--- src/rtl/core/div64_pkg.sv ---
// ----------------------------------------------------------------------------
// div64_pkg
// Shared types and constants for the radix-2 restoring divider.
// ----------------------------------------------------------------------------
package div64_pkg;

  // Payload width of the operand and result fields on the channels.
  localparam int unsigned PORT_BITS     = 64;
  // Default arithmetic width of the divider core.
  localparam int unsigned WORD_BITS_DEF = 64;

  // Operations of the shared subtract unit.
  typedef enum logic [1:0] {
    ALU_PASS,   // result = x
    ALU_NEG,    // result = 0 - x
    ALU_STEP    // one shift-subtract quotient step
  } alu_op_t;

  typedef struct packed {
    alu_op_t op;
    logic    bit_in;   // dividend bit shifted into the partial remainder
  } alu_ctrl_t;

endpackage

--- src/rtl/core/div64_in_if.sv ---
// ----------------------------------------------------------------------------
// div64_in_if
// Operand channel: mode bit, dividend and divisor with valid/ready.
// ----------------------------------------------------------------------------
interface div64_in_if import div64_pkg::*; ();

  logic                 valid;
  logic                 ready;
  logic                 func;
  logic [PORT_BITS-1:0] dividend;
  logic [PORT_BITS-1:0] divisor;

  modport source (output valid, output func, output dividend, output divisor, input ready);
  modport sink   (input valid, input func, input dividend, input divisor, output ready);

endinterface

--- src/rtl/core/div64_out_if.sv ---
// ----------------------------------------------------------------------------
// div64_out_if
// Result channel: quotient, remainder and divide-by-zero flag with valid/ready.
// ----------------------------------------------------------------------------
interface div64_out_if import div64_pkg::*; ();

  logic                 valid;
  logic                 ready;
  logic [PORT_BITS-1:0] quotient;
  logic [PORT_BITS-1:0] remainder;
  logic                 divide_by_zero;

  modport source (output valid, output quotient, output remainder, output divide_by_zero,
                  input ready);
  modport sink   (input valid, input quotient, input remainder, input divide_by_zero,
                  output ready);

endinterface

--- src/rtl/core/div64_alu.sv ---
// ----------------------------------------------------------------------------
// div64_alu
// Shared subtractor: pass, negate, or one restoring shift-subtract step.
// ----------------------------------------------------------------------------
module div64_alu import div64_pkg::*; #(
  parameter int unsigned WORD_BITS = WORD_BITS_DEF
) (
  input  alu_ctrl_t             ctrl,
  input  logic [WORD_BITS-1:0]  x,
  input  logic [WORD_BITS-1:0]  y,
  output logic [WORD_BITS-1:0]  res,
  output logic                  taken
);

  logic [WORD_BITS:0]   shifted;
  logic [WORD_BITS:0]   minu;
  logic [WORD_BITS:0]   subt;
  logic [WORD_BITS+1:0] diff;

  assign shifted = {x, ctrl.bit_in};

  always_comb begin
    unique case (ctrl.op)
      ALU_STEP: begin
        minu = shifted;
        subt = {1'b0, y};
      end
      ALU_NEG: begin
        minu = '0;
        subt = {1'b0, x};
      end
      default: begin
        minu = {1'b0, x};
        subt = '0;
      end
    endcase
  end

  // One extra bit so the borrow shows even for a W+1 bit minuend.
  assign diff = {1'b0, minu} - {1'b0, subt};

  always_comb begin
    unique case (ctrl.op)
      ALU_STEP: begin
        taken = ~diff[WORD_BITS+1];
        res   = taken ? diff[WORD_BITS-1:0] : shifted[WORD_BITS-1:0];
      end
      ALU_NEG: begin
        taken = 1'b1;
        res   = diff[WORD_BITS-1:0];
      end
      default: begin
        taken = 1'b1;
        res   = x;
      end
    endcase
  end

endmodule

--- src/rtl/core/divider_64bit_signed_unsigned_top.sv ---
// ----------------------------------------------------------------------------
// divider_64bit_signed_unsigned_top
// Radix-2 restoring divider, unsigned or two's complement signed.
// ----------------------------------------------------------------------------
// Usage:
//   in_ch carries one transaction per division: func (0 unsigned, 1 signed),
//   dividend and divisor. Only the low WORD_BITS bits of the operands count.
//   out_ch returns quotient, remainder and divide_by_zero; result bits above
//   WORD_BITS are zero.
// Operation:
//   One subtractor is shared by all steps. After an accepted transaction the
//   sequencer forms |dividend|, then |divisor|, runs the bit-serial
//   shift-subtract loop that builds the quotient, fixes the quotient sign,
//   then fixes the remainder sign and loads the output register.
//   in_ch.ready rises when the result is loaded, so the next transaction is
//   taken only after the previous division has finished.
//   A zero divisor skips the arithmetic and goes straight to the last step:
//   flag set, quotient all ones, remainder the dividend.
// Reset and stall:
//   rst_n (synchronous, active low) drops any division in progress and the
//   pending result. The output register holds a result until out_ch.ready;
//   a finished division waits in the last step while the register is full,
//   and a new transaction is taken while an older result still waits.
// ----------------------------------------------------------------------------
module divider_64bit_signed_unsigned_top import div64_pkg::*; #(
  parameter int unsigned WORD_BITS = WORD_BITS_DEF
) (
  input logic          clk,
  input logic          rst_n,
  div64_in_if.sink     in_ch,
  div64_out_if.source  out_ch
);

  localparam int unsigned CNT_W = $clog2(WORD_BITS);

  typedef enum logic [2:0] {
    S_IDLE,
    S_ABS_A,
    S_ABS_B,
    S_DIV,
    S_NEG_Q,
    S_NEG_R
  } state_t;

  state_t               state_r;
  logic [WORD_BITS-1:0] quo_r;     // |dividend| shifting out, quotient shifting in
  logic [WORD_BITS-1:0] rem_r;     // partial remainder
  logic [WORD_BITS-1:0] dvs_r;     // |divisor|
  logic [CNT_W-1:0]     cnt_r;
  logic                 neg_r_r;   // dividend negative: remainder sign
  logic                 neg_d_r;   // divisor negative
  logic                 neg_q_r;   // signs differ: negate quotient
  logic                 dbz_r;

  logic [WORD_BITS-1:0] out_q_r;
  logic [WORD_BITS-1:0] out_rem_r;
  logic                 out_dbz_r;
  logic                 out_valid_r;

  alu_ctrl_t            alu_ctrl;
  logic [WORD_BITS-1:0] alu_x;
  logic [WORD_BITS-1:0] alu_res;
  logic                 alu_taken;

  logic [WORD_BITS-1:0] in_a;
  logic [WORD_BITS-1:0] in_b;
  logic                 in_fire;
  logic                 out_free;
  logic                 sign_a;
  logic                 sign_b;

  assign in_a     = in_ch.dividend[WORD_BITS-1:0];
  assign in_b     = in_ch.divisor[WORD_BITS-1:0];
  assign sign_a   = in_ch.func & in_a[WORD_BITS-1];
  assign sign_b   = in_ch.func & in_b[WORD_BITS-1];
  assign in_ch.ready = (state_r == S_IDLE);
  assign in_fire  = in_ch.valid & in_ch.ready;
  assign out_free = ~out_valid_r | out_ch.ready;

  // Operand and operation select for the shared unit
  always_comb begin
    alu_ctrl.bit_in = quo_r[WORD_BITS-1];
    unique case (state_r)
      S_ABS_A: begin
        alu_ctrl.op = neg_r_r ? ALU_NEG : ALU_PASS;
        alu_x       = quo_r;
      end
      S_ABS_B: begin
        alu_ctrl.op = neg_d_r ? ALU_NEG : ALU_PASS;
        alu_x       = dvs_r;
      end
      S_DIV: begin
        alu_ctrl.op = ALU_STEP;
        alu_x       = rem_r;
      end
      S_NEG_Q: begin
        alu_ctrl.op = neg_q_r ? ALU_NEG : ALU_PASS;
        alu_x       = quo_r;
      end
      S_NEG_R: begin
        alu_ctrl.op = neg_r_r ? ALU_NEG : ALU_PASS;
        alu_x       = rem_r;
      end
      default: begin
        alu_ctrl.op = ALU_PASS;
        alu_x       = rem_r;
      end
    endcase
  end

  div64_alu #(
    .WORD_BITS (WORD_BITS)
  ) u_alu (
    .ctrl  (alu_ctrl),
    .x     (alu_x),
    .y     (dvs_r),
    .res   (alu_res),
    .taken (alu_taken)
  );

  // Sequencer and datapath registers
  always_ff @(posedge clk) begin
    if (!rst_n) begin
      state_r     <= S_IDLE;
      out_valid_r <= 1'b0;
    end else begin
      if (state_r == S_NEG_R && out_free) begin
        out_valid_r <= 1'b1;
      end else if (out_ch.ready) begin
        out_valid_r <= 1'b0;
      end

      unique case (state_r)
        S_IDLE: begin
          if (in_fire) begin
            cnt_r <= CNT_W'(WORD_BITS - 1);
            if (in_b == '0) begin
              // zero divisor: load the fixed result and go straight out
              quo_r   <= '1;
              rem_r   <= in_a;
              dvs_r   <= in_b;
              neg_r_r <= 1'b0;
              neg_d_r <= 1'b0;
              neg_q_r <= 1'b0;
              dbz_r   <= 1'b1;
              state_r <= S_NEG_R;
            end else begin
              quo_r   <= in_a;
              rem_r   <= '0;
              dvs_r   <= in_b;
              neg_r_r <= sign_a;
              neg_d_r <= sign_b;
              neg_q_r <= sign_a ^ sign_b;
              dbz_r   <= 1'b0;
              state_r <= S_ABS_A;
            end
          end
        end
        S_ABS_A: begin
          quo_r   <= alu_res;
          state_r <= S_ABS_B;
        end
        S_ABS_B: begin
          dvs_r   <= alu_res;
          state_r <= S_DIV;
        end
        S_DIV: begin
          rem_r <= alu_res;
          quo_r <= {quo_r[WORD_BITS-2:0], alu_taken};
          cnt_r <= cnt_r - 1'b1;
          if (cnt_r == '0) begin
            state_r <= S_NEG_Q;
          end
        end
        S_NEG_Q: begin
          quo_r   <= alu_res;
          state_r <= S_NEG_R;
        end
        S_NEG_R: begin
          if (out_free) begin
            out_q_r   <= quo_r;
            out_rem_r <= alu_res;
            out_dbz_r <= dbz_r;
            state_r   <= S_IDLE;
          end
        end
        default: begin
          state_r <= S_IDLE;
        end
      endcase
    end
  end

  assign out_ch.valid          = out_valid_r;
  assign out_ch.quotient       = PORT_BITS'(out_q_r);
  assign out_ch.remainder      = PORT_BITS'(out_rem_r);
  assign out_ch.divide_by_zero = out_dbz_r;

  // Assertions
  a_accept_leaves_idle: assert property (@(posedge clk) disable iff (!rst_n)
    in_fire |=> state_r != S_IDLE)
    else $error("accepted transaction did not start a division");

  a_div_runs_full_count: assert property (@(posedge clk) disable iff (!rst_n)
    (state_r == S_DIV && cnt_r != '0) |=> state_r == S_DIV)
    else $error("quotient loop ended early");

  a_dbz_all_ones: assert property (@(posedge clk) disable iff (!rst_n)
    (out_valid_r && out_dbz_r) |-> out_q_r == {WORD_BITS{1'b1}})
    else $error("divide by zero without all-ones quotient");

  a_result_from_last_step: assert property (@(posedge clk) disable iff (!rst_n)
    $rose(out_valid_r) |-> $past(state_r) == S_NEG_R)
    else $error("result loaded outside the final step");

endmodule
--- src/flat_wrapper.sv ---
// flat-port wrapper written by rule: the top's interface ports become plain ports
module divider_64bit_signed_unsigned_top_flat import div64_pkg::*;
#(
  parameter int unsigned WORD_BITS = WORD_BITS_DEF
)
  (clk, rst_n, in_ch_valid, in_ch_func, in_ch_dividend, in_ch_divisor, in_ch_ready, out_ch_valid, out_ch_quotient, out_ch_remainder, out_ch_divide_by_zero, out_ch_ready);
  div64_in_if in_ch_i ();
  div64_out_if out_ch_i ();
  input logic clk;
  input logic rst_n;
  input wire logic [$bits(in_ch_i.valid)-1:0] in_ch_valid;
  input wire logic [$bits(in_ch_i.func)-1:0] in_ch_func;
  input wire logic [$bits(in_ch_i.dividend)-1:0] in_ch_dividend;
  input wire logic [$bits(in_ch_i.divisor)-1:0] in_ch_divisor;
  output wire logic [$bits(in_ch_i.ready)-1:0] in_ch_ready;
  output wire logic [$bits(out_ch_i.valid)-1:0] out_ch_valid;
  output wire logic [$bits(out_ch_i.quotient)-1:0] out_ch_quotient;
  output wire logic [$bits(out_ch_i.remainder)-1:0] out_ch_remainder;
  output wire logic [$bits(out_ch_i.divide_by_zero)-1:0] out_ch_divide_by_zero;
  input wire logic [$bits(out_ch_i.ready)-1:0] out_ch_ready;
  assign in_ch_i.valid = in_ch_valid;
  assign in_ch_i.func = in_ch_func;
  assign in_ch_i.dividend = in_ch_dividend;
  assign in_ch_i.divisor = in_ch_divisor;
  assign in_ch_ready = in_ch_i.ready;
  assign out_ch_valid = out_ch_i.valid;
  assign out_ch_quotient = out_ch_i.quotient;
  assign out_ch_remainder = out_ch_i.remainder;
  assign out_ch_divide_by_zero = out_ch_i.divide_by_zero;
  assign out_ch_i.ready = out_ch_ready;
  divider_64bit_signed_unsigned_top #(.WORD_BITS(WORD_BITS)) u_core (.clk(clk), .rst_n(rst_n), .in_ch(in_ch_i), .out_ch(out_ch_i));
endmodule
--- config.mk ---
export PLATFORM = sky130hd
export DESIGN_NAME = divider_64bit_signed_unsigned_top_flat
export DESIGN_NICKNAME = d
export VERILOG_FILES = /design/src/rtl/core/div64_pkg.sv /design/src/rtl/core/div64_in_if.sv /design/src/rtl/core/div64_out_if.sv /design/src/rtl/core/div64_alu.sv /design/src/rtl/core/divider_64bit_signed_unsigned_top.sv /design/src/flat_wrapper.sv
export SDC_FILE = /design/constraint.sdc
export NUM_CORES = 1
export LEC_CHECK = 0
export ABC_AREA = 0
export BUFFER_PORTS_ARGS = -buffer_cell sky130_fd_sc_hd__buf_4
export CORE_ASPECT_RATIO = 1.2
export CORE_MARGIN = 1.5
export CORE_UTILIZATION = 40
export CTS_BUF_LIST = sky130_fd_sc_hd__clkbuf_4 sky130_fd_sc_hd__clkbuf_8
export CTS_CLUSTER_SIZE = 24
export DETAILED_ROUTE_END_ITERATION = 6
export SYNTH_ARGS = -nofsm -noshare
export SYNTH_HDL_FRONTEND = slang
export SYNTH_SLANG_ARGS = --single-unit
--- constraint.sdc ---
create_clock -name clk -period 6.9 [get_ports clk]
set_clock_uncertainty 0.05 [all_clocks]
set_input_delay 1.38 -clock clk [delete_from_list [all_inputs] [get_ports clk]]
set_output_delay 1.38 -clock clk [all_outputs]
set_load 0.005 [all_outputs]
[Yosys cells after proc, flatten, opt, wreduce, memory -nomap -nowiden]
Cells that the tools add are included.
W data, S select, Z words.
Word-level totals
  register bits after elaboration: 335
  input bits: 133
  output and inout bits: 131
  word-level logic and storage cells: 76
Operators by class
  $add $sub $neg: 2
  eq/ne operators: 10
  mux-type cells: 28
  bitwise operators: 7
  reductions and logical operators: 16
Operator list (number)
  $pmux W64 S2: 5
  $mux W64: 6
  $pmux W64 S3: 1
  $pmux W65 S2: 1
  $sub A65 B64 Y66: 1
  $logic_not A64 Y1: 1
  $pmux W3 S6: 1
  $reduce_and A3 Y1: 6
  $mux W3: 4
  $pmux W6 S2: 1
  $pmux W2 S4: 1
  $mux W1: 7
  $eq A3 B2 Y1 const B: 2
  $eq A3 B3 Y1 const B: 2
  $logic_not A6 Y1: 1
  $mux W6: 1
  $reduce_bool A2 Y1: 3
  $sub A6 B1 Y6 const B: 1
  $ne A2 B1 Y1 const B: 2
  $reduce_or A2 Y1: 2
  $and A1 B1 Y1: 3
  $eq A3 B1 Y1 const B: 1
  $logic_not A3 Y1: 1
  $reduce_bool A3 Y1: 1
  7 further kinds: 8

[Longest topological paths before layout]
  depth after elaboration: 9
  depth in mapped cells: 34
  gate-level depth less buffers: 23

[By module]
Synthesis repeated with hierarchy kept, for this count alone.
Unflattened totals
  cell total of the unflattened synthesis: 2242
  area, all modules: 22357.7 µm²
Modules (own cells, without submodules)
  divider_64bit_signed_unsigned_top: times used 1, cells an instance 1311, area each 16123.0 µm², sequential area each 10019.6 µm²
  div64_alu: times used 1, cells an instance 931, area each 6234.7 µm², sequential area each 0.0 µm²

[Worst setup path after synthesis]
No wires, ideal clock.
  kind: reg2reg
  from: register u_core.state_r[0]
  to: register u_core.quo_r[9] (data pin)
  library setup time: 261 ps
  data arrival time: 6126 ps
  required time: 6589 ps
  slack: 464 ps
  stages on the path, launching flop included: 30
  path buffers: 10
  period minus slack after synthesis: 6436 ps
  cells stage by stage: dfxtp_1 -> buf_6 -> buf_2 -> buf_2 -> inv_1 -> nor2_1 -> nand2_1 -> clkbuf_1 -> inv_1 -> clkbuf_1 -> clkbuf_1 -> ha_1 -> nor2b_1 -> clkbuf_1 -> clkbuf_1 -> clkbuf_1 -> a22oi_1 -> ha_1 -> clkbuf_1 -> a21oi_2 -> o211ai_1 -> a21bo_1 -> or3_1 -> o211a_1 -> o21bai_4 -> a21oi_4 -> mux2_4 -> a221oi_4 -> nor2_1 -> a221o_1
On the way
  cells in the longest elaborated chain, start to end: 9
  elaborated cells on any way between the ends: 18
  those cells by class: 1 x add/sub; 7 x eq/ne; 7 x mux; 3 x reduce/logical
RTL lines
  start, declared: RTL line divider_64bit_signed_unsigned_top.sv:45  | state_t state_r;
  start signal, assigned: RTL line divider_64bit_signed_unsigned_top.sv:124  | state_r <= S_IDLE;
  start signal, assigned: RTL line divider_64bit_signed_unsigned_top.sv:146  | state_r <= S_NEG_R;
  start signal, assigned: RTL line divider_64bit_signed_unsigned_top.sv:155  | state_r <= S_ABS_A;
  $eq A3 B1 Y1 / $eq A3 B3 Y1 (equally long branches): RTL line divider_64bit_signed_unsigned_top.sv:83, divider_64bit_signed_unsigned_top.sv:133
  $reduce_or A2 Y1 (no line)
  $pmux W2 S4: RTL line divider_64bit_signed_unsigned_top.sv:83  | unique case (state_r)
  $eq A2 B1 Y1 / $eq A2 B2 Y1 (equally long branches): RTL line div64_alu.sv:23, div64_alu.sv:43
  $pmux W65 S2 / $pmux W64 S2 (equally long branches): RTL line div64_alu.sv:23  | unique case (ctrl.op)
  $sub A65 B64 Y66: RTL line div64_alu.sv:40  | assign diff = {1'b0, minu} - {1'b0, subt};
  $mux W64: RTL line div64_alu.sv:46  | res = taken ? diff[WORD_BITS-1:0] : shifted[WORD_BITS-1:0];
  $pmux W64 S2: RTL line div64_alu.sv:43  | unique case (ctrl.op)
  $pmux W64 S3 (*): RTL line divider_64bit_signed_unsigned_top.sv:133  | unique case (state_r)
  end signal, assigned: RTL line divider_64bit_signed_unsigned_top.sv:148  | quo_r <= in_a;
  end signal, assigned: RTL line divider_64bit_signed_unsigned_top.sv:160  | quo_r <= alu_res;
  end signal, assigned: RTL line divider_64bit_signed_unsigned_top.sv:169  | quo_r <= {quo_r[WORD_BITS-2:0], alu_taken};
  end, declared: RTL line divider_64bit_signed_unsigned_top.sv:46  | logic [WORD_BITS-1:0] quo_r;
Every way passes the cells marked *; elsewhere a longest branch is shown, timed or not.
A chain may end at the register's enable or synchronous reset.

[Final worst setup path]
  from: register u_core.state_r[0]
  to: register u_core.dvs_r[17] (data pin)
On the way
  cells in the longest elaborated chain, start to end: 9
  elaborated cells on any way between the ends: 18
  those cells by class: 1 x add/sub; 7 x eq/ne; 7 x mux; 3 x reduce/logical
RTL lines
  $eq A3 B1 Y1 / $eq A3 B3 Y1 (equally long branches): RTL line divider_64bit_signed_unsigned_top.sv:83
  $reduce_or A2 Y1 (no line)
  $pmux W2 S4: RTL line divider_64bit_signed_unsigned_top.sv:83
  $eq A2 B1 Y1 / $eq A2 B2 Y1 (equally long branches): RTL line div64_alu.sv:23, div64_alu.sv:43
  $pmux W65 S2 / $pmux W64 S2 (equally long branches): RTL line div64_alu.sv:23
  $sub A65 B64 Y66: RTL line div64_alu.sv:40
  $mux W64: RTL line div64_alu.sv:46
  $pmux W64 S2: RTL line div64_alu.sv:43
  $pmux W64 S2 (*): RTL line divider_64bit_signed_unsigned_top.sv:133
  end signal, assigned: RTL line divider_64bit_signed_unsigned_top.sv:141  | dvs_r <= in_b;
  end signal, assigned: RTL line divider_64bit_signed_unsigned_top.sv:150  | dvs_r <= in_b;
  end signal, assigned: RTL line divider_64bit_signed_unsigned_top.sv:164  | dvs_r <= alu_res;
  end, declared: RTL line divider_64bit_signed_unsigned_top.sv:48  | logic [WORD_BITS-1:0] dvs_r;
Marked as above.

==> results.md <==
- Outcome: finished with violations
- Violated checks: design-rule violations
- Register bit total from synthesis: 335
- Multi-input gate area: 11680 um^2
- Mean Syn Cell Area: 9.043 um^2
- Number of H-tree levels: 2
- Yosys Warn Count: 0
- Top FF cell, synth: edfxtp_1
- Final hold vios: 0
- Cts hold-fix bufs: 0
- Routed vias: 23350
- Final min period: 6.670 ns
- Synthesized instance count: 2516
- Hold EP: u_core.out_ch.divide_by_zero
- Routability cong.: 1.024
- Pre-antenna DRT Iters: 7
- Final period utilization: 96.66%
- Area Growth Syn to Fin: 20.93%
- Total grt overflow: 0
- Vias/cell: 6.515
- Initial antenna violation count: 0
- Final Power: 0.01052 W
- Leak pwr: 10.66 nW
- Critical Path RT: 7.24 ns
- Worst r2r src: u_core.state_r[0]
- Antenna fix cells: 0
- Relative slew slack: 8.707%
- Core area: 56100 um^2
- Worst-path fanout max: 31
- DRT iter0 DRCs: 2720
- Worst path max stage delay: 0.67 ns
- Setup repair after global routing missed its margin: no
- CP Cell Sequence: inv_1 -> nor2_1 -> nand2_4 -> ha_2 -> nor2b_4 -> buf_12 -> buf_4 -> a22oi_1 -> ha_1 -> nand4_1 -> nor3_1 -> o211a_1 -> o21bai_4 -> a21oi_4 -> buf_4 -> nand3_1 -> nand3_1 -> mux2i_1 -> buf_4 -> o21ai_0
- VDD IR max: 210.2 uV
- Input/output buffers: 263
- Count of pins over their slew limit: 0
- Slew @ Worst Pin: 1.355 ns
- Chip height: 264.3 um
- WP data arrival: 7.01 ns
- Rows: 95
- Max-cap violations: 0
- Clk root buf: clkbuf_8
- Hpwl dp: 86560 um
- Total Neg Setup Slack: 0 ns
- Vias in the first global route: 22730
- Hold path start: u_core.dbz_r
- IO Count: 264
- Worst setup EP type: flip-flop
- WS Path Type: flip-flop to flip-flop
- DRC: 27
- Synth unique cells: 88
- Register area: 10030 um^2
- Hold depth: 0
- First-pass GRT wire length: 162000 um
- Post-synth ARST share: 0%
- Largest net degree at the start of global routing: 125
- Startpoint types: flip-flop
- CTS tree: built
- Post-synth EDFFs: 331
- Wire per inst: 32.57 um
- Mapped Area: 22750 um^2
- Reg2reg path depth: 20
- Maximum root-to-sink buffer count: 3
- Die Wd: 220.7 um
- Crit-path most repeated cell: buf_4
- Number of fillers in the final layout: 5334
- Detail Route Antenna Nets: 0
- Layout cells sized above 1: 20.20%
- Most numerous cell in the Yosys netlist: o21ai_0
- Post-CTS Resized: 0
- Final WL: 116700 um
- Worst hold path type: flip-flop to flip-flop
- Net Count, Synth: 2719
- Sequential-to-total area share from yosys stat: 44.04%
- Pwr dens: 382.4 nW/um^2
- GRT Overall Usage: 39.31%
- Critical Path Start: u_core.state_r[0]
- CTS sink cnt: 335
- CTS Buf Count: 58
- Total setup buffers inserted after CTS: 0
- Final setup fails: 0
- Slowest CP cell: dfxtp_4
- Max frequency: 0.1499 GHz
- Final nets: 3016
- Clk pin slew, worst setup/hold paths: 0.06 ns
- Clk_lat worst skew: 0.69 ns
- Area leader, netlist: edfxtp_1
- Synth top cells by count: o21ai_0 (335), edfxtp_1 (331), nand2_1 (319), a21oi_1 (191), clkbuf_1 (153)
- Initial core utilization: 40.55%
- Die area: 58330 um^2
- FF-to-FF setup slack: 0.23 ns
- Reg-to-reg endpoint: u_core.dvs_r[17]
- Largest cells by area after synthesis: edfxtp_1 (44%), o21ai_0 (7.4%), nand2_1 (5.3%)
- Synth top area share: 43.69%
logic make-up (layout without fill, tap and decap cells):
| logic type | Yosys count | in the layout | share of synthesized area (%) |
|---|---|---|---|
| AOI/OAI and AO/OA | 966 | 966 | 26.94 |
| xor gates and xnor gates | 59 | 59 | 2.271 |
| adders and majority gates | 70 | 70 | 3.883 |
| buffers and inverters | 292 | 633 | 5.070 |
| DFF | 335 | 335 | 44.04 |
| muxes | 91 | 91 | 4.081 |
| and+or+nand+nor | 703 | 703 | 13.72 |
registers in the layout, summed over array words and instances (netlist names):
| signal | count |
|---|---|
| u_core.dbz_r | 1 |
| u_core.neg_d_r | 1 |
| u_core.cnt_r | 6 |
| u_core.dvs_r | 64 |
| u_core.neg_q_r | 1 |
| u_core.rem_r | 64 |
| u_core.state_r | 3 |
| u_core.out_ch.divide_by_zero | 1 |
| u_core.quo_r | 64 |
| u_core.out_ch.valid | 1 |
| u_core.out_ch.quotient | 64 |
| u_core.neg_r_r | 1 |
| u_core.out_ch.remainder | 64 |
placed cells by master, fill, tap and decap left out, drive strengths merged, types with 9 or more instances in the layout:
cell,synthesis,layout
a32oi,10,10
ha,69,69
edfxtp,331,331
nand2,320,320
inv,99,100
buf,38,429
o21bai,19,19
nor2b,12,12
a21o,29,29
o21a,15,15
o31ai,11,11
and3,15,15
nand3,91,91
a211oi,15,15
clkbuf,154,68
o211ai,47,47
a221oi,12,12
a21oi,193,193
or3,9,9
nor3,16,16
a22oi,145,145
o21ai,352,352
nand2b,11,11
xor2,19,19
clkinv,1,29
nand4,27,27
xnor2,40,40
and2,16,16
a31oi,20,20
nor2,148,148
mux2i,83,83
nor4,24,24
a22o,29,29
worst max-delay path by stage:
stage / to / slack (ns) / cells after the start
2_1_floorplan: u_core.quo_r[9] / 0.46 / 29
3_3_place_gp: u_core.quo_r[48] / 0.24 / 20
3_5_place_dp: u_core.quo_r[48] / 0.13 / 20
4_1_cts: u_core.quo_r[48] / 0.11 / 20
5_1_grt: u_core.dvs_r[62] / 0.06 / 21
6_report: u_core.dvs_r[17] / 0.23 / 20
power by group:
part | leakage (nW) | internal, W | switching [W] | total, W
clock | 0.616 | 0.00103 | 0.000916 | 0.00195
combinational | 6.94 | 0.00200 | 0.00386 | 0.00585
sequential | 3.10 | 0.00251 | 0.000212 | 0.00272
total | 10.7 | 0.00554 | 0.00499 | 0.0105
worst max-delay path: cells and delay by family (launching register included):
| family | cells | cell delay [ns] |
|---|---|---|
| DFF | 1 | 0.67 |
| AOI/OAI and AO/OA | 5 | 1.53 |
| and+or+nand+nor | 7 | 1.79 |
| adders and majority gates | 2 | 0.86 |
| buffers and inverters | 5 | 1.29 |
| muxes | 1 | 0.13 |
per-layer routing:
metal / track usage [%] / share of wire (%)
met4: 35.04 / 11
met5: 0 / 0
met3: 4.859 / 6.2
met1: 41.46 / 33
met2: 67.96 / 50
metrics by stage:
stage	hold WS (ns)	cell area [um^2]	cells	setup slack [ns]	utilization (%)
3_5_place_dp	0.3607	26320	3480	0.1324	46.91
2_1_floorplan	0.3503	22750	2516	0.4635	-
4_1_cts	0.3742	27510	3584	0.1118	49.03
6_report	0.3877	27510	3584	0.2303	49.04
3_3_place_gp	0.3513	26320	3480	0.2430	46.91
5_1_grt	0.4028	27510	3584	0.06270	49.04
area by class of cell:
type,count,share of cell area (%)
multi-input combinational,1889,42.44
clock inverter,36,1.137
sequential,335,36.45
tap,727,3.306
clock buffer,68,3.174
inverter,100,1.364
timing repair buffer,429,12.13
Note: power is estimated with default switching activity, not from simulation.
